## src/hw/rtl/icbe_pkg.sv

```systemverilog
package icbe_pkg;

    // Field widths fixed by the item and register formats.
    localparam int TIME_W    = 16;
    localparam int STRETCH_W = 20;
    localparam int ADDR_W    = 7;
    localparam int BYTE_W    = 8;
    localparam int CMD_W     = 3;
    localparam int STATUS_W  = 2;
    localparam int BITCNT_W  = 4;
    localparam int CFG_IDX_W = 2;

    // Packed widths of the stream payloads.
    localparam int S_TDATA_W = 24;
    localparam int S_TUSER_W = 1;
    localparam int M_TDATA_W = 16;

    // Default sizing handed down from the top level.
    localparam int TIMER_BITS_DEF      = 16;
    localparam int RECOVERY_PULSES_DEF = 9;

    // Register reset values.
    localparam logic [TIME_W-1:0]    LOW_TIME_RST        = 16'd471;
    localparam logic [TIME_W-1:0]    HIGH_TIME_RST       = 16'd401;
    localparam logic                 STRETCH_ENABLE_RST  = 1'b0;
    localparam logic [STRETCH_W-1:0] STRETCH_TIMEOUT_RST = 20'd100000;

    // Register indexes on the configuration port.
    localparam logic [CFG_IDX_W-1:0] REG_LOW_TIME        = 2'd0;
    localparam logic [CFG_IDX_W-1:0] REG_HIGH_TIME       = 2'd1;
    localparam logic [CFG_IDX_W-1:0] REG_STRETCH_ENABLE  = 2'd2;
    localparam logic [CFG_IDX_W-1:0] REG_STRETCH_TIMEOUT = 2'd3;

    // Item kinds.
    localparam logic OP_TICK    = 1'b0;
    localparam logic OP_COMMAND = 1'b1;

    // Command codes.
    localparam logic [CMD_W-1:0] CMD_START   = 3'd0;
    localparam logic [CMD_W-1:0] CMD_WRITE   = 3'd1;
    localparam logic [CMD_W-1:0] CMD_READ    = 3'd2;
    localparam logic [CMD_W-1:0] CMD_STOP    = 3'd3;
    localparam logic [CMD_W-1:0] CMD_RECOVER = 3'd4;

    // Status codes.
    localparam logic [STATUS_W-1:0] STAT_OK      = 2'd0;
    localparam logic [STATUS_W-1:0] STAT_NACK    = 2'd1;
    localparam logic [STATUS_W-1:0] STAT_TIMEOUT = 2'd2;
    localparam logic [STATUS_W-1:0] STAT_HELD    = 2'd3;

    typedef struct packed {
        logic                 operation;
        logic [CMD_W-1:0]     command;
        logic [ADDR_W-1:0]    target_address;
        logic                 read_not_write;
        logic [BYTE_W-1:0]    write_data;
        logic                 last_read;
        logic                 sda_in;
        logic                 scl_in;
    } item_t;

    typedef struct packed {
        logic                 scl_out;
        logic                 sda_out;
        logic                 busy_res;
        logic                 done_res;
        logic [BYTE_W-1:0]    read_data;
        logic [STATUS_W-1:0]  status;
    } result_t;

    typedef struct packed {
        logic [TIME_W-1:0]    low_time;
        logic [TIME_W-1:0]    high_time;
        logic                 stretch_enable;
        logic [STRETCH_W-1:0] stretch_timeout;
    } cfg_t;

endpackage

```

## src/hw/rtl/icbe_cfg_regs.sv

```systemverilog
module icbe_cfg_regs (
    input  logic                            aclk,
    input  logic                            aresetn,
    input  logic                            cfg_valid,
    output logic                            cfg_ready,
    input  logic [icbe_pkg::CFG_IDX_W-1:0]  cfg_index,
    input  logic [icbe_pkg::STRETCH_W-1:0]  cfg_data,
    output icbe_pkg::cfg_t                  cfg
);

    icbe_pkg::cfg_t cfg_reg;
    icbe_pkg::cfg_t cfg_next;

    assign cfg_ready = 1'b1;
    assign cfg       = cfg_reg;

    always_comb begin
        cfg_next = cfg_reg;
        if (cfg_valid) begin
            unique case (cfg_index)
                icbe_pkg::REG_LOW_TIME:
                    cfg_next.low_time = cfg_data[icbe_pkg::TIME_W-1:0];
                icbe_pkg::REG_HIGH_TIME:
                    cfg_next.high_time = cfg_data[icbe_pkg::TIME_W-1:0];
                icbe_pkg::REG_STRETCH_ENABLE:
                    cfg_next.stretch_enable = cfg_data[0];
                icbe_pkg::REG_STRETCH_TIMEOUT:
                    cfg_next.stretch_timeout = cfg_data;
                default: cfg_next = cfg_reg;
            endcase
        end
    end

    always_ff @(posedge aclk) begin
        if (!aresetn) begin
            cfg_reg.low_time        <= icbe_pkg::LOW_TIME_RST;
            cfg_reg.high_time       <= icbe_pkg::HIGH_TIME_RST;
            cfg_reg.stretch_enable  <= icbe_pkg::STRETCH_ENABLE_RST;
            cfg_reg.stretch_timeout <= icbe_pkg::STRETCH_TIMEOUT_RST;
        end else begin
            cfg_reg <= cfg_next;
        end
    end

endmodule

```

## src/hw/rtl/icbe_pipe_reg.sv

```systemverilog
module icbe_pipe_reg #(
    parameter int WIDTH = 8
) (
    input  logic             aclk,
    input  logic             aresetn,
    input  logic             in_valid,
    output logic             in_ready,
    input  logic [WIDTH-1:0] in_data,
    output logic             out_valid,
    input  logic             out_ready,
    output logic [WIDTH-1:0] out_data
);

    logic             valid_reg;
    logic             valid_next;
    logic [WIDTH-1:0] data_reg;
    logic [WIDTH-1:0] data_next;

    // A request may enter while the held one leaves in the same cycle.
    assign in_ready  = !valid_reg || out_ready;
    assign out_valid = valid_reg;
    assign out_data  = data_reg;

    always_comb begin
        valid_next = valid_reg;
        data_next  = data_reg;
        if (in_valid && in_ready) begin
            valid_next = 1'b1;
            data_next  = in_data;
        end else if (out_ready) begin
            valid_next = 1'b0;
        end
    end

    always_ff @(posedge aclk) begin
        if (!aresetn) begin
            valid_reg <= 1'b0;
        end else begin
            valid_reg <= valid_next;
        end
        data_reg <= data_next;
    end

endmodule

```

## src/hw/rtl/icbe_bit_fsm.sv

```systemverilog
module icbe_bit_fsm #(
    parameter int TIMER_BITS      = icbe_pkg::TIMER_BITS_DEF,
    parameter int RECOVERY_PULSES = icbe_pkg::RECOVERY_PULSES_DEF
) (
    input  logic              aclk,
    input  logic              aresetn,
    input  icbe_pkg::cfg_t    cfg,
    input  logic              item_valid,
    output logic              item_ready,
    input  icbe_pkg::item_t   item,
    output logic              result_valid,
    input  logic              result_ready,
    output icbe_pkg::result_t result
);

    typedef enum logic [4:0] {
        PH_IDLE, PH_START_CHK, PH_START_PULSE, PH_START_SDA, PH_START_SCL,
        PH_RS_HIGH, PH_RS_SETUP, PH_WB_BIT, PH_WB_LOW, PH_ACK_HIGH, PH_ACK_SAMPLE,
        PH_RB_BIT, PH_RB_SAMPLE, PH_RB_ACK, PH_RB_ACKLOW, PH_SP_SDA, PH_SP_SCL,
        PH_SP_SETUP, PH_SP_REL, PH_REC_PULSE, PH_REC_LOW, PH_REC_CHECK, PH_FINISH
    } phase_t;

    phase_t                               phase_reg, phase_next;
    logic [TIMER_BITS-1:0]                phase_timer_reg, phase_timer_next;
    logic [icbe_pkg::BITCNT_W-1:0]        bit_count_reg, bit_count_next;
    logic [icbe_pkg::BYTE_W-1:0]          shift_reg, shift_next;
    logic [icbe_pkg::STRETCH_W-1:0]       stretch_timer_reg, stretch_timer_next;
    logic                                 stretch_wait_reg, stretch_wait_next;
    logic                                 scl_drive_reg, scl_drive_next;
    logic                                 sda_drive_reg, sda_drive_next;
    logic                                 in_tx_reg, in_tx_next;
    logic [icbe_pkg::CMD_W-1:0]           pending_cmd_reg, pending_cmd_next;
    logic                                 ack_mode_reg, ack_mode_next;
    logic [icbe_pkg::STATUS_W-1:0]        last_status_reg, last_status_next;
    logic [icbe_pkg::STATUS_W-1:0]        run_status_reg, run_status_next;
    logic [icbe_pkg::BYTE_W-1:0]          read_byte_reg, read_byte_next;

    logic                                 consume;
    logic                                 done;
    logic                                 go;
    logic [TIMER_BITS-1:0]                low_ticks;
    logic [TIMER_BITS-1:0]                high_ticks;
    logic [TIMER_BITS-1:0]                timer_dec;
    logic [icbe_pkg::STRETCH_W-1:0]       stretch_inc;
    logic [icbe_pkg::BITCNT_W-1:0]        bit_count_inc;

    // Phase delays saturate at the timer's full scale.
    if (TIMER_BITS >= icbe_pkg::TIME_W) begin : g_wide_timer
        assign low_ticks  = TIMER_BITS'(cfg.low_time);
        assign high_ticks = TIMER_BITS'(cfg.high_time);
    end else begin : g_narrow_timer
        assign low_ticks  = (|cfg.low_time[icbe_pkg::TIME_W-1:TIMER_BITS]) ?
                            '1 : cfg.low_time[TIMER_BITS-1:0];
        assign high_ticks = (|cfg.high_time[icbe_pkg::TIME_W-1:TIMER_BITS]) ?
                            '1 : cfg.high_time[TIMER_BITS-1:0];
    end

    assign consume       = item_valid && result_ready;
    assign item_ready    = result_ready;
    assign result_valid  = item_valid;
    assign timer_dec     = phase_timer_reg - TIMER_BITS'(1);
    assign stretch_inc   = (&stretch_timer_reg) ? stretch_timer_reg :
                           stretch_timer_reg + icbe_pkg::STRETCH_W'(1);
    assign bit_count_inc = bit_count_reg + icbe_pkg::BITCNT_W'(1);

    always_comb begin
        phase_next         = phase_reg;
        phase_timer_next   = phase_timer_reg;
        bit_count_next     = bit_count_reg;
        shift_next         = shift_reg;
        stretch_timer_next = stretch_timer_reg;
        stretch_wait_next  = stretch_wait_reg;
        scl_drive_next     = scl_drive_reg;
        sda_drive_next     = sda_drive_reg;
        in_tx_next         = in_tx_reg;
        pending_cmd_next   = pending_cmd_reg;
        ack_mode_next      = ack_mode_reg;
        last_status_next   = last_status_reg;
        run_status_next    = run_status_reg;
        read_byte_next     = read_byte_reg;
        done               = 1'b0;
        go                 = 1'b0;

        if (consume && item.operation == icbe_pkg::OP_COMMAND) begin
            // Commands are dropped while busy or when the code is unknown.
            if (phase_reg == PH_IDLE && item.command <= icbe_pkg::CMD_RECOVER) begin
                pending_cmd_next   = item.command;
                phase_timer_next   = '0;
                stretch_wait_next  = 1'b0;
                stretch_timer_next = '0;
                bit_count_next     = '0;
                run_status_next    = icbe_pkg::STAT_OK;
                shift_next         = '0;
                unique case (item.command)
                    icbe_pkg::CMD_START: begin
                        shift_next = {item.target_address, item.read_not_write};
                        phase_next = in_tx_reg ? PH_RS_HIGH : PH_START_CHK;
                    end
                    icbe_pkg::CMD_WRITE: begin
                        shift_next = item.write_data;
                        phase_next = PH_WB_BIT;
                    end
                    icbe_pkg::CMD_READ: begin
                        ack_mode_next = item.last_read;
                        phase_next    = PH_RB_BIT;
                    end
                    icbe_pkg::CMD_STOP: phase_next = PH_SP_SDA;
                    default:            phase_next = PH_START_CHK;
                endcase
            end
        end else if (consume && phase_reg != PH_IDLE) begin
            go = 1'b1;
            if (stretch_wait_reg) begin
                if (item.scl_in) begin
                    stretch_wait_next = 1'b0;
                end else begin
                    go                 = 1'b0;
                    stretch_timer_next = stretch_inc;
                    if (stretch_inc >= cfg.stretch_timeout) begin
                        scl_drive_next    = 1'b1;
                        sda_drive_next    = 1'b1;
                        in_tx_next        = 1'b0;
                        stretch_wait_next = 1'b0;
                        last_status_next  = icbe_pkg::STAT_TIMEOUT;
                        phase_next        = PH_IDLE;
                        phase_timer_next  = '0;
                        done              = 1'b1;
                    end
                end
            end
            if (go && phase_timer_reg != '0) begin
                phase_timer_next = timer_dec;
                if (timer_dec != '0) begin
                    go = 1'b0;
                end
            end
            if (go) begin
                unique case (phase_reg)
                    PH_START_CHK: begin
                        in_tx_next = 1'b1;
                        if (item.sda_in) begin
                            // SDA already high: pull it low right away.
                            sda_drive_next   = 1'b0;
                            phase_timer_next = high_ticks;
                            phase_next       = PH_START_SCL;
                        end else begin
                            scl_drive_next   = 1'b0;
                            phase_timer_next = low_ticks;
                            phase_next       = PH_START_PULSE;
                        end
                    end
                    PH_START_PULSE: begin
                        scl_drive_next     = 1'b1;
                        stretch_timer_next = '0;
                        stretch_wait_next  = cfg.stretch_enable;
                        phase_timer_next   = low_ticks;
                        phase_next         = PH_START_SDA;
                    end
                    PH_START_SDA: begin
                        sda_drive_next   = 1'b0;
                        phase_timer_next = high_ticks;
                        phase_next       = PH_START_SCL;
                    end
                    PH_START_SCL: begin
                        scl_drive_next   = 1'b0;
                        phase_timer_next = low_ticks;
                        if (pending_cmd_reg == icbe_pkg::CMD_RECOVER) begin
                            phase_next = (bit_count_reg == '0) ? PH_REC_PULSE : PH_SP_SDA;
                        end else begin
                            phase_next = PH_WB_BIT;
                        end
                    end
                    PH_RS_HIGH: begin
                        sda_drive_next     = 1'b1;
                        scl_drive_next     = 1'b1;
                        stretch_timer_next = '0;
                        stretch_wait_next  = cfg.stretch_enable;
                        phase_timer_next   = high_ticks;
                        phase_next         = PH_RS_SETUP;
                    end
                    PH_RS_SETUP: begin
                        phase_timer_next = low_ticks;
                        phase_next       = PH_START_CHK;
                    end
                    PH_WB_BIT: begin
                        sda_drive_next     = shift_reg[icbe_pkg::BYTE_W-1];
                        scl_drive_next     = 1'b1;
                        stretch_timer_next = '0;
                        stretch_wait_next  = cfg.stretch_enable;
                        phase_timer_next   = high_ticks;
                        phase_next         = PH_WB_LOW;
                    end
                    PH_WB_LOW: begin
                        scl_drive_next   = 1'b0;
                        shift_next       = {shift_reg[icbe_pkg::BYTE_W-2:0], 1'b0};
                        bit_count_next   = bit_count_inc;
                        phase_timer_next = low_ticks;
                        phase_next       = (bit_count_inc < icbe_pkg::BITCNT_W'(icbe_pkg::BYTE_W)) ?
                                           PH_WB_BIT : PH_ACK_HIGH;
                    end
                    PH_ACK_HIGH, PH_RB_BIT, PH_REC_PULSE: begin
                        sda_drive_next     = 1'b1;
                        scl_drive_next     = 1'b1;
                        stretch_timer_next = '0;
                        stretch_wait_next  = cfg.stretch_enable;
                        phase_timer_next   = high_ticks;
                        if (phase_reg == PH_ACK_HIGH) begin
                            phase_next = PH_ACK_SAMPLE;
                        end else if (phase_reg == PH_RB_BIT) begin
                            phase_next = PH_RB_SAMPLE;
                        end else begin
                            phase_next = PH_REC_LOW;
                        end
                    end
                    PH_ACK_SAMPLE: begin
                        if (item.sda_in) begin
                            run_status_next = icbe_pkg::STAT_NACK;
                        end
                        scl_drive_next   = 1'b0;
                        phase_timer_next = low_ticks;
                        phase_next       = PH_FINISH;
                    end
                    PH_RB_SAMPLE: begin
                        shift_next       = {shift_reg[icbe_pkg::BYTE_W-2:0], item.sda_in};
                        scl_drive_next   = 1'b0;
                        bit_count_next   = bit_count_inc;
                        phase_timer_next = low_ticks;
                        phase_next       = (bit_count_inc < icbe_pkg::BITCNT_W'(icbe_pkg::BYTE_W)) ?
                                           PH_RB_BIT : PH_RB_ACK;
                    end
                    PH_RB_ACK: begin
                        sda_drive_next     = ack_mode_reg;
                        scl_drive_next     = 1'b1;
                        stretch_timer_next = '0;
                        stretch_wait_next  = cfg.stretch_enable;
                        phase_timer_next   = high_ticks;
                        phase_next         = PH_RB_ACKLOW;
                    end
                    PH_RB_ACKLOW: begin
                        scl_drive_next   = 1'b0;
                        read_byte_next   = shift_reg;
                        phase_timer_next = low_ticks;
                        phase_next       = PH_FINISH;
                    end
                    PH_SP_SDA: begin
                        sda_drive_next   = 1'b0;
                        phase_timer_next = low_ticks;
                        phase_next       = PH_SP_SCL;
                    end
                    PH_SP_SCL: begin
                        scl_drive_next     = 1'b1;
                        stretch_timer_next = '0;
                        stretch_wait_next  = cfg.stretch_enable;
                        phase_timer_next   = high_ticks;
                        phase_next         = PH_SP_SETUP;
                    end
                    PH_SP_SETUP: begin
                        phase_timer_next = high_ticks;
                        phase_next       = PH_SP_REL;
                    end
                    PH_SP_REL: begin
                        sda_drive_next   = 1'b1;
                        in_tx_next       = 1'b0;
                        phase_timer_next = low_ticks;
                        phase_next       = (pending_cmd_reg == icbe_pkg::CMD_RECOVER) ?
                                           PH_REC_CHECK : PH_FINISH;
                    end
                    PH_REC_LOW: begin
                        scl_drive_next   = 1'b0;
                        bit_count_next   = bit_count_inc;
                        phase_timer_next = low_ticks;
                        phase_next       = (bit_count_inc <
                                            icbe_pkg::BITCNT_W'(RECOVERY_PULSES)) ?
                                           PH_REC_PULSE : PH_RS_HIGH;
                    end
                    PH_REC_CHECK: begin
                        // The check finishes the command in the same tick.
                        run_status_next  = item.sda_in ? icbe_pkg::STAT_OK : icbe_pkg::STAT_HELD;
                        last_status_next = run_status_next;
                        phase_next       = PH_IDLE;
                        done             = 1'b1;
                    end
                    PH_FINISH: begin
                        last_status_next = run_status_reg;
                        phase_next       = PH_IDLE;
                        done             = 1'b1;
                    end
                    default: phase_next = PH_IDLE;
                endcase
            end
        end
    end

    always_comb begin
        result.scl_out   = scl_drive_next;
        result.sda_out   = sda_drive_next;
        result.busy_res  = (phase_next != PH_IDLE);
        result.done_res  = done;
        result.read_data = read_byte_next;
        result.status    = last_status_next;
    end

    always_ff @(posedge aclk) begin
        if (!aresetn) begin
            phase_reg         <= PH_IDLE;
            phase_timer_reg   <= '0;
            bit_count_reg     <= '0;
            shift_reg         <= '0;
            stretch_timer_reg <= '0;
            stretch_wait_reg  <= 1'b0;
            scl_drive_reg     <= 1'b1;
            sda_drive_reg     <= 1'b1;
            in_tx_reg         <= 1'b0;
            pending_cmd_reg   <= icbe_pkg::CMD_START;
            ack_mode_reg      <= 1'b0;
            last_status_reg   <= icbe_pkg::STAT_OK;
            run_status_reg    <= icbe_pkg::STAT_OK;
            read_byte_reg     <= '0;
        end else begin
            phase_reg         <= phase_next;
            phase_timer_reg   <= phase_timer_next;
            bit_count_reg     <= bit_count_next;
            shift_reg         <= shift_next;
            stretch_timer_reg <= stretch_timer_next;
            stretch_wait_reg  <= stretch_wait_next;
            scl_drive_reg     <= scl_drive_next;
            sda_drive_reg     <= sda_drive_next;
            in_tx_reg         <= in_tx_next;
            pending_cmd_reg   <= pending_cmd_next;
            ack_mode_reg      <= ack_mode_next;
            last_status_reg   <= last_status_next;
            run_status_reg    <= run_status_next;
            read_byte_reg     <= read_byte_next;
        end
    end

endmodule

```

## src/hw/rtl/i2c_controller_bit_engine.sv

```systemverilog
// Channel   Direction  Handshake            Payload
// s_        in         s_tvalid/s_tready    tick or command request
// m_        out        m_tvalid/m_tready    line drives and status, one per request
// cfg_      in         cfg_valid/cfg_ready  register index and write data
//
// Every request produces exactly one result: the request is held in the input
// register, the state update works on it ahead of the result register, and
// the result leaves from there. A new request is accepted every cycle while
// m_tready is high. aresetn is synchronous and active low; it releases both
// lines and clears the engine. When m_tready is low the result register holds
// and at most one more request is taken into the input register.
module i2c_controller_bit_engine #(
    parameter int TIMER_BITS      = icbe_pkg::TIMER_BITS_DEF,
    parameter int RECOVERY_PULSES = icbe_pkg::RECOVERY_PULSES_DEF
) (
    input  logic                            aclk,
    input  logic                            aresetn,

    input  logic                            s_tvalid,
    output logic                            s_tready,
    // command[2:0], target_address[9:3], read_not_write[10], write_data[18:11],
    // last_read[19], sda_in[20], scl_in[21], zero fill[23:22]
    input  logic [icbe_pkg::S_TDATA_W-1:0]  s_tdata,
    // operation[0]
    input  logic [icbe_pkg::S_TUSER_W-1:0]  s_tuser,

    output logic                            m_tvalid,
    input  logic                            m_tready,
    // scl_out[0], sda_out[1], busy_res[2], done_res[3], read_data[11:4],
    // status[13:12], zero fill[15:14]
    output logic [icbe_pkg::M_TDATA_W-1:0]  m_tdata,

    input  logic                            cfg_valid,
    output logic                            cfg_ready,
    input  logic [icbe_pkg::CFG_IDX_W-1:0]  cfg_index,
    input  logic [icbe_pkg::STRETCH_W-1:0]  cfg_data
);

    icbe_pkg::cfg_t    cfg;
    icbe_pkg::item_t   s_item;
    icbe_pkg::item_t   item;
    icbe_pkg::result_t result;
    icbe_pkg::result_t m_result;
    logic              item_valid;
    logic              item_ready;
    logic              result_valid;
    logic              result_ready;

    always_comb begin
        s_item.operation      = s_tuser[0];
        s_item.command        = s_tdata[2:0];
        s_item.target_address = s_tdata[9:3];
        s_item.read_not_write = s_tdata[10];
        s_item.write_data     = s_tdata[18:11];
        s_item.last_read      = s_tdata[19];
        s_item.sda_in         = s_tdata[20];
        s_item.scl_in         = s_tdata[21];
    end

    assign m_tdata = {2'b00, m_result.status, m_result.read_data, m_result.done_res,
                      m_result.busy_res, m_result.sda_out, m_result.scl_out};

    icbe_cfg_regs u_cfg_regs (
        .aclk      (aclk),
        .aresetn   (aresetn),
        .cfg_valid (cfg_valid),
        .cfg_ready (cfg_ready),
        .cfg_index (cfg_index),
        .cfg_data  (cfg_data),
        .cfg       (cfg)
    );

    icbe_pipe_reg #(
        .WIDTH ($bits(icbe_pkg::item_t))
    ) u_in_stage (
        .aclk      (aclk),
        .aresetn   (aresetn),
        .in_valid  (s_tvalid),
        .in_ready  (s_tready),
        .in_data   (s_item),
        .out_valid (item_valid),
        .out_ready (item_ready),
        .out_data  (item)
    );

    icbe_bit_fsm #(
        .TIMER_BITS      (TIMER_BITS),
        .RECOVERY_PULSES (RECOVERY_PULSES)
    ) u_bit_fsm (
        .aclk         (aclk),
        .aresetn      (aresetn),
        .cfg          (cfg),
        .item_valid   (item_valid),
        .item_ready   (item_ready),
        .item         (item),
        .result_valid (result_valid),
        .result_ready (result_ready),
        .result       (result)
    );

    icbe_pipe_reg #(
        .WIDTH ($bits(icbe_pkg::result_t))
    ) u_out_stage (
        .aclk      (aclk),
        .aresetn   (aresetn),
        .in_valid  (result_valid),
        .in_ready  (result_ready),
        .in_data   (result),
        .out_valid (m_tvalid),
        .out_ready (m_tready),
        .out_data  (m_result)
    );

endmodule

```

## config.mk

```make
export PLATFORM = sky130hd
export DESIGN_NAME = i2c_controller_bit_engine
export DESIGN_NICKNAME = d
export VERILOG_FILES = /design/src/hw/rtl/icbe_pkg.sv /design/src/hw/rtl/icbe_cfg_regs.sv /design/src/hw/rtl/icbe_pipe_reg.sv /design/src/hw/rtl/icbe_bit_fsm.sv /design/src/hw/rtl/i2c_controller_bit_engine.sv
export SDC_FILE = /design/constraint.sdc
export NUM_CORES = 1
export LEC_CHECK = 0
export ABC_AREA = 1
export BUFFER_PORTS_ARGS = -buffer_cell sky130_fd_sc_hd__buf_4
export CAP_MARGIN = 20
export CELL_PAD_IN_SITES_DETAIL_PLACEMENT = 1
export CELL_PAD_IN_SITES_GLOBAL_PLACEMENT = 1
export CORE_ASPECT_RATIO = 2
export CORE_MARGIN = 2
export CORE_UTILIZATION = 30
export CTS_CLUSTER_SIZE = 20
export DETAILED_ROUTE_END_ITERATION = 10
export PLACE_DENSITY_LB_ADDON = 0.1
export SETUP_SLACK_MARGIN = 0.15
export SLEW_MARGIN = 30
export SYNTH_ARGS = -nofsm -noshare
export SYNTH_HDL_FRONTEND = slang
export SYNTH_SLANG_ARGS = --single-unit
```

## constraint.sdc

```tcl
create_clock -name aclk -period 4.77 [get_ports aclk]
set_input_delay 0.477 -clock aclk [delete_from_list [all_inputs] [get_ports aclk]]
set_output_delay 0.477 -clock aclk [all_outputs]
set_load 0.02 [all_outputs]
```

### Word-level counts from Yosys, hierarchy flattened

Cells that the tools add are included.

| cells by class | value |
|---|---|
| add/subtract/negate cells | 3 |
| order comparisons | 4 |
| eq/ne operators | 31 |
| muxes and demuxes | 112 |
| bitwise operators | 2 |
| reduce and logical (&&, ||, !) cells | 48 |

Operator list:

| cell | count |
|---|---|
| 20-bit two-way mux | 8 |
| 16-bit two-way mux | 9 |
| 5-bit one-hot mux with 17 select lines | 1 |
| 8-bit two-way mux | 8 |
| 5-bit two-way mux | 12 |
| 16-bit one-hot mux with 3 select lines | 1 |
| 1-bit two-way mux | 43 |
| 5-bit by 4-bit equality test with 1-bit output (second input constant) | 8 |
| 5-bit equality test (second input constant) | 7 |
| 8-bit one-hot mux with 2 select lines | 2 |
| 16-bit nonzero test | 2 |
| 2-bit two-way mux | 13 |
| 4-bit two-way mux | 6 |
| 20-bit by 1-bit adder with 20-bit output (second input constant) | 1 |
| 5-bit by 3-bit equality test with 1-bit output (second input constant) | 4 |
| 20-bit greater-or-equal comparator | 1 |
| 5-bit one-hot mux with 4 select lines | 1 |
| 20-bit AND reduction | 1 |
| 16-bit by 1-bit subtractor with 16-bit output (second input constant) | 1 |
| 2-bit AND reduction | 7 |
| 5-bit by 2-bit equality test with 1-bit output (second input constant) | 2 |
| 2-bit nonzero test | 5 |
| 5-bit nonzero test | 2 |
| 10-bit OR reduction | 1 |
| other kinds (34) | 54 |

| word-level totals | value |
|---|---|
| bits in registers | 165 |
| logic and storage cells | 223 |

### Longest topological paths before layout

| logic depth | value |
|---|---|
| depth in word-level cells | 14 |
| depth in mapped cells | 26 |

### Cells and area by module

From an unflattened synthesis, not the netlist that was laid out.

| second synthesis, totals | value |
|---|---|
| cells, all modules | 1431 |
| area total of the unflattened synthesis | 9778.1 um^2 |

Modules (own cells, without submodules):

| module | times used | cells each | area each (um^2) |
|---|---|---|---|
| icbe_bit_fsm | 1 | 1064 | 6364.9 |
| icbe_cfg_regs | 1 | 313 | 2180.8 |
| icbe_pipe_reg at u_in_stage | 1 | 30 | 742.0 |
| icbe_pipe_reg at u_out_stage | 1 | 21 | 471.7 |
| i2c_controller_bit_engine | 1 | 3 | 18.8 |

### Least setup slack after synthesis

OpenSTA, ideal clock, no wires.

| timing | value |
|---|---|
| path type | register to register |
| start point | register u_bit_fsm.stretch_timer_reg[1] in the netlist's numbering |
| end point | register u_out_stage.data_reg[1] (netlist: u_out_stage.out_data[1]) (data pin) |
| setup time | 0.256 ns |
| arrival | 3.054 ns |
| data required time | 4.514 ns |
| path slack | 1.460 ns |
| stages on the path, launching flop included | 22 |
| buffers on the path | 1 |
| clock period less this slack | 3.310 ns |
| cell sequence | dfxtp_1 -> ha_1 -> nand2_1 -> nor3_1 -> nand3_1 -> nor2_1 -> nand3_1 -> nand3b_1 -> xor2_1 -> ha_1 -> a21o_1 -> nor2_1 -> nand2_1 -> nand2_1 -> nand4_1 -> nand2_1 -> clkbuf_1 -> inv_1 -> o22ai_1 -> nand2_1 -> o21ai_1 -> inv_1 |

RTL lines:

| element | RTL line | source |
|---|---|---|
| start, declared | icbe_bit_fsm.sv:27 | `logic [icbe_pkg::STRETCH_W-1:0] stretch_timer_reg, stretch_timer_next;` |
| start signal, assigned | icbe_bit_fsm.sv:324 | `stretch_timer_reg <= stretch_timer_next;` |
| end signal, assigned | icbe_pipe_reg.sv:41 | `data_reg <= data_next;` |
| end, declared | icbe_pipe_reg.sv:16 | `logic [WIDTH-1:0] data_reg;` |

==> run metrics <==
Worst EP required 4960 ps; CTS tree yes; Layout Utilization 35.0%; R2R cell count 23; Synth area leaders dfxtp_1 (27%), nand2_1 (14%), edfxtp_1 (12%); fmax 241 MHz; area fraction of the dominant cell type after synthesis 27.5%; Clock Tree Buf Depth 2; leakage power approximately 4.7 nW; worst r2r dst u_out_stage.out_data[11]; reg2reg setup slack ~620 ps; Slew @ Worst Pin 884 ps; largest net degree at the start of global routing 67; drt drc 0; clock slew at reported path FFs roughly 70 ps; crit path max-delay cell type dfxtp_1; min-delay src s_tdata[17]; Crit path top cell by count nand2_1; Final ANT Viol Nets 0; Wirelength per Cell 18.7 um; Setup crit start kind flip-flop; Yosys warning count 0; Syn Std Cell Area 9330 sq um; number of library cell types mapped by synthesis 49; Max Cap Viol 0; layout cells sized above 1 around an eighth; first-pass GRT wire length 51400 um; Vias 8866; fin nets 1465; number of global-route vias before repair 9219; Avg Vias per Cell about 5; Layout area overhead 15.4%; min cycle time layout 4150 ps; status finished clean; Syn Area/Cell between 6 and 7 sq um; RSZ-0062 raised after global routing false; Largest stage delay, worst path ~400 ps; pins over their slew limit 0; VDD IR-drop max approximately 0.00024 V; crit path max fanout 7; CP Class reg2reg; Worst Skew 14.3 ps; post-synthesis register bit count 165; Tcrit/Tclk final 87.0%; worst hold path cell count 1; Die ar. 32600 sq um; Die Y between 200 and 300 um; register area share after synthesis approximately two fifths; Post-synth ARST share 0%; Post-DP HPWL 25400 um; diode count 0; ys flop type dfxtp_1; Crit. End Element flip-flop; Final setup viols 0; Slew headroom 40.9%; H-tree levels 4; DRT Pass-1 Iters 4; crit path DAT 4340 ps; die width 129 um; critical path's top delay family simple AND/OR/NAND/NOR gates; Worst Hold Endpoint u_in_stage.out_data[9]; worst min-delay path class in2reg; Worst-Skew Late Latency 450 ps; core area approximately 31000 sq um; Post-synth EDFFs 37; initial antenna violation count 0; post-route setup TNS 0 ps; hold_ws 200 ps; GRT Util Overall 20.9%; Gate Count Post-Synth 1337; Power per Cell Area 309 nW/um^2; CTS Root Cell clkbuf_16; Port Buffer Count 65; Clock Sinks about 170; TritonCTS Buffers 17; Congestion Overflow GR 0; I/O Pins 71; GP Congestion 0.914; Final Hold Fails 0; worst path cell trace ha_1 > nand2_1 > nor2_1 > nand3b_1 > nor2_1 > nand3_1 > o21ai_0 > xor2_1 > inv_1 > ha_1 > nand2_1 > nor2_1 > nand2_1 > nor2_1 > nand2_1 > nand4_1 > nand2_2 > nand2_1 > nand2_1 > nand3_1 > nand3_1 > nor2_1 > nand3_1; cell taking the most area after synthesis dfxtp_1; FF-to-FF Start u_bit_fsm.stretch_timer_reg[1]; Rows 91; hold buffers post-CTS 0; max reg flops 53; total wire length around 33000 um; starting density of the core between 30% and 40%; DRT iter0 DRCs 400; worst path bufs/invs 1
## cell usage after synthesis (2+ instances only)
| cell type | count |
|---|---|
| buf_4 | 6 |
| nand2_4 | 5 |
| nand3_4 | 2 |
| ha_1 | 25 |
| o22ai_1 | 4 |
| dfxtp_1 | 128 |
| nand3_1 | 97 |
| buf_6 | 3 |
| xnor2_1 | 4 |
| a21oi_1 | 113 |
| nand3b_1 | 5 |
| a21oi_2 | 2 |
| o21bai_1 | 3 |
| o2111ai_1 | 7 |
| nor3_1 | 15 |
| nor4_1 | 6 |
| nor2_1 | 145 |
| inv_2 | 16 |
| or2_2 | 4 |
| xor2_1 | 13 |
| clkbuf_1 | 34 |
| conb_1 | 2 |
| clkinv_1 | 3 |
| nor3_2 | 2 |
| nor2_2 | 10 |
| edfxtp_1 | 37 |
| nand4_1 | 9 |
| inv_1 | 122 |
| o21ai_0 | 105 |
| o211ai_1 | 11 |
| o21ai_1 | 12 |
| nand2_2 | 11 |
| buf_2 | 8 |
| nor2_4 | 5 |
| nand3_2 | 9 |
| nand2_1 | 339 |
| a31oi_1 | 3 |
## placed cells by master, fill, tap and decap left out, types with 5 or more instances in the layout
| cell type | Yosys | routed |
|---|---|---|
| inv_6 | 0 | 5 |
| nand3_2 | 9 | 9 |
| nand2_4 | 5 | 5 |
| nand3_1 | 97 | 97 |
| a21oi_1 | 113 | 113 |
| xor2_1 | 13 | 13 |
| nand4_1 | 9 | 9 |
| edfxtp_1 | 37 | 37 |
| o21ai_1 | 12 | 12 |
| nor3_1 | 15 | 14 |
| nor4_1 | 6 | 6 |
| o21ai_0 | 105 | 105 |
| nor2_2 | 10 | 11 |
| nand2_2 | 11 | 12 |
| nand3b_1 | 5 | 5 |
| nor2_1 | 145 | 144 |
| o211ai_1 | 11 | 11 |
| nor2_4 | 5 | 5 |
| nand2_1 | 339 | 338 |
| dfxtp_1 | 128 | 128 |
| ha_1 | 25 | 25 |
| inv_1 | 122 | 122 |
| buf_4 | 6 | 83 |
| o2111ai_1 | 7 | 7 |
| clkbuf_16 | 0 | 17 |
| inv_2 | 16 | 16 |
## layer usage
layer | share of wire (%) | GRT usage (%)
met1 | 38 | 21.3
met2 | 58 | 41.9
met3 | 1.6 | 2.79
met4 | 2.7 | 7.70
met5 | 0 | 0
## report_power, final
group	leakage, nW	switching [mW]	internal [mW]
sequential	1.39	0.0280	1.48
clock	0.280	0.625	0.776
combinational	3.03	0.290	0.127
## kinds of logic after synthesis
| family | share of synthesized area, % |
|---|---|
| buffers and inverters | 8.48 |
| AND/OR/NAND/NOR | 31.8 |
| adder cells (fa/ha/maj) | 3.35 |
| AO/OA/AOI/OAI | 15.3 |
| XOR/XNOR | 1.60 |
| other | 0.0805 |
| flip-flops | 39.4 |
## stage by stage
step	std cells	worst slack [ps]	power, mW	cell area, sq um
finish	1773	620	3.32	10800
global route	1773	156	3.48	10800
CTS	1772	471	3.38	10800
detailed placement	1740	487	1.96	10200
global placement	1740	601	1.96	10200
floorplan	1338	1460	1.80	9330
## layout make-up
type	count	area, sq um
well taps	372	465
inverters	143	541
multi-input cells	978	4880
clock buffers	18	429
fillers	3884	20000
clock inverters	14	150
repair buffers	83	623
flip-flops and latches	165	3670
## worst reg2reg max path: cells and delay by family (launching register included)
| kind | cells | cell delay (ps) |
|---|---|---|
| AO/OA/AOI/OAI | 1 | 260 |
| XOR/XNOR | 1 | 370 |
| adder cells (fa/ha/maj) | 2 | 500 |
| buffers and inverters | 1 | 100 |
| flip-flops | 1 | 410 |
| AND/OR/NAND/NOR | 18 | 2260 |
## repair_timing
item	CTS	global route
buffers inserted	0	1
resized for setup	0	1
endpoints found under the setup margin	0	3
## how the worst max path moves through the flow
stage                                          end  slack (ps)                      startpoint  cells past startpoint
after floorplan            u_out_stage.out_data[1]        1460  u_bit_fsm.stretch_timer_reg[1]                     21
after global placement    u_out_stage.out_data[11]         600  u_bit_fsm.stretch_timer_reg[2]                     20
after detailed placement  u_out_stage.out_data[11]         490  u_bit_fsm.stretch_timer_reg[2]                     20
after CTS                 u_out_stage.out_data[11]         470  u_bit_fsm.stretch_timer_reg[2]                     20
after global routing      u_out_stage.out_data[11]         160  u_bit_fsm.stretch_timer_reg[2]                     21
final                     u_out_stage.out_data[11]         620  u_bit_fsm.stretch_timer_reg[1]                     23
Note: power is estimated with default switching activity, not from simulation.
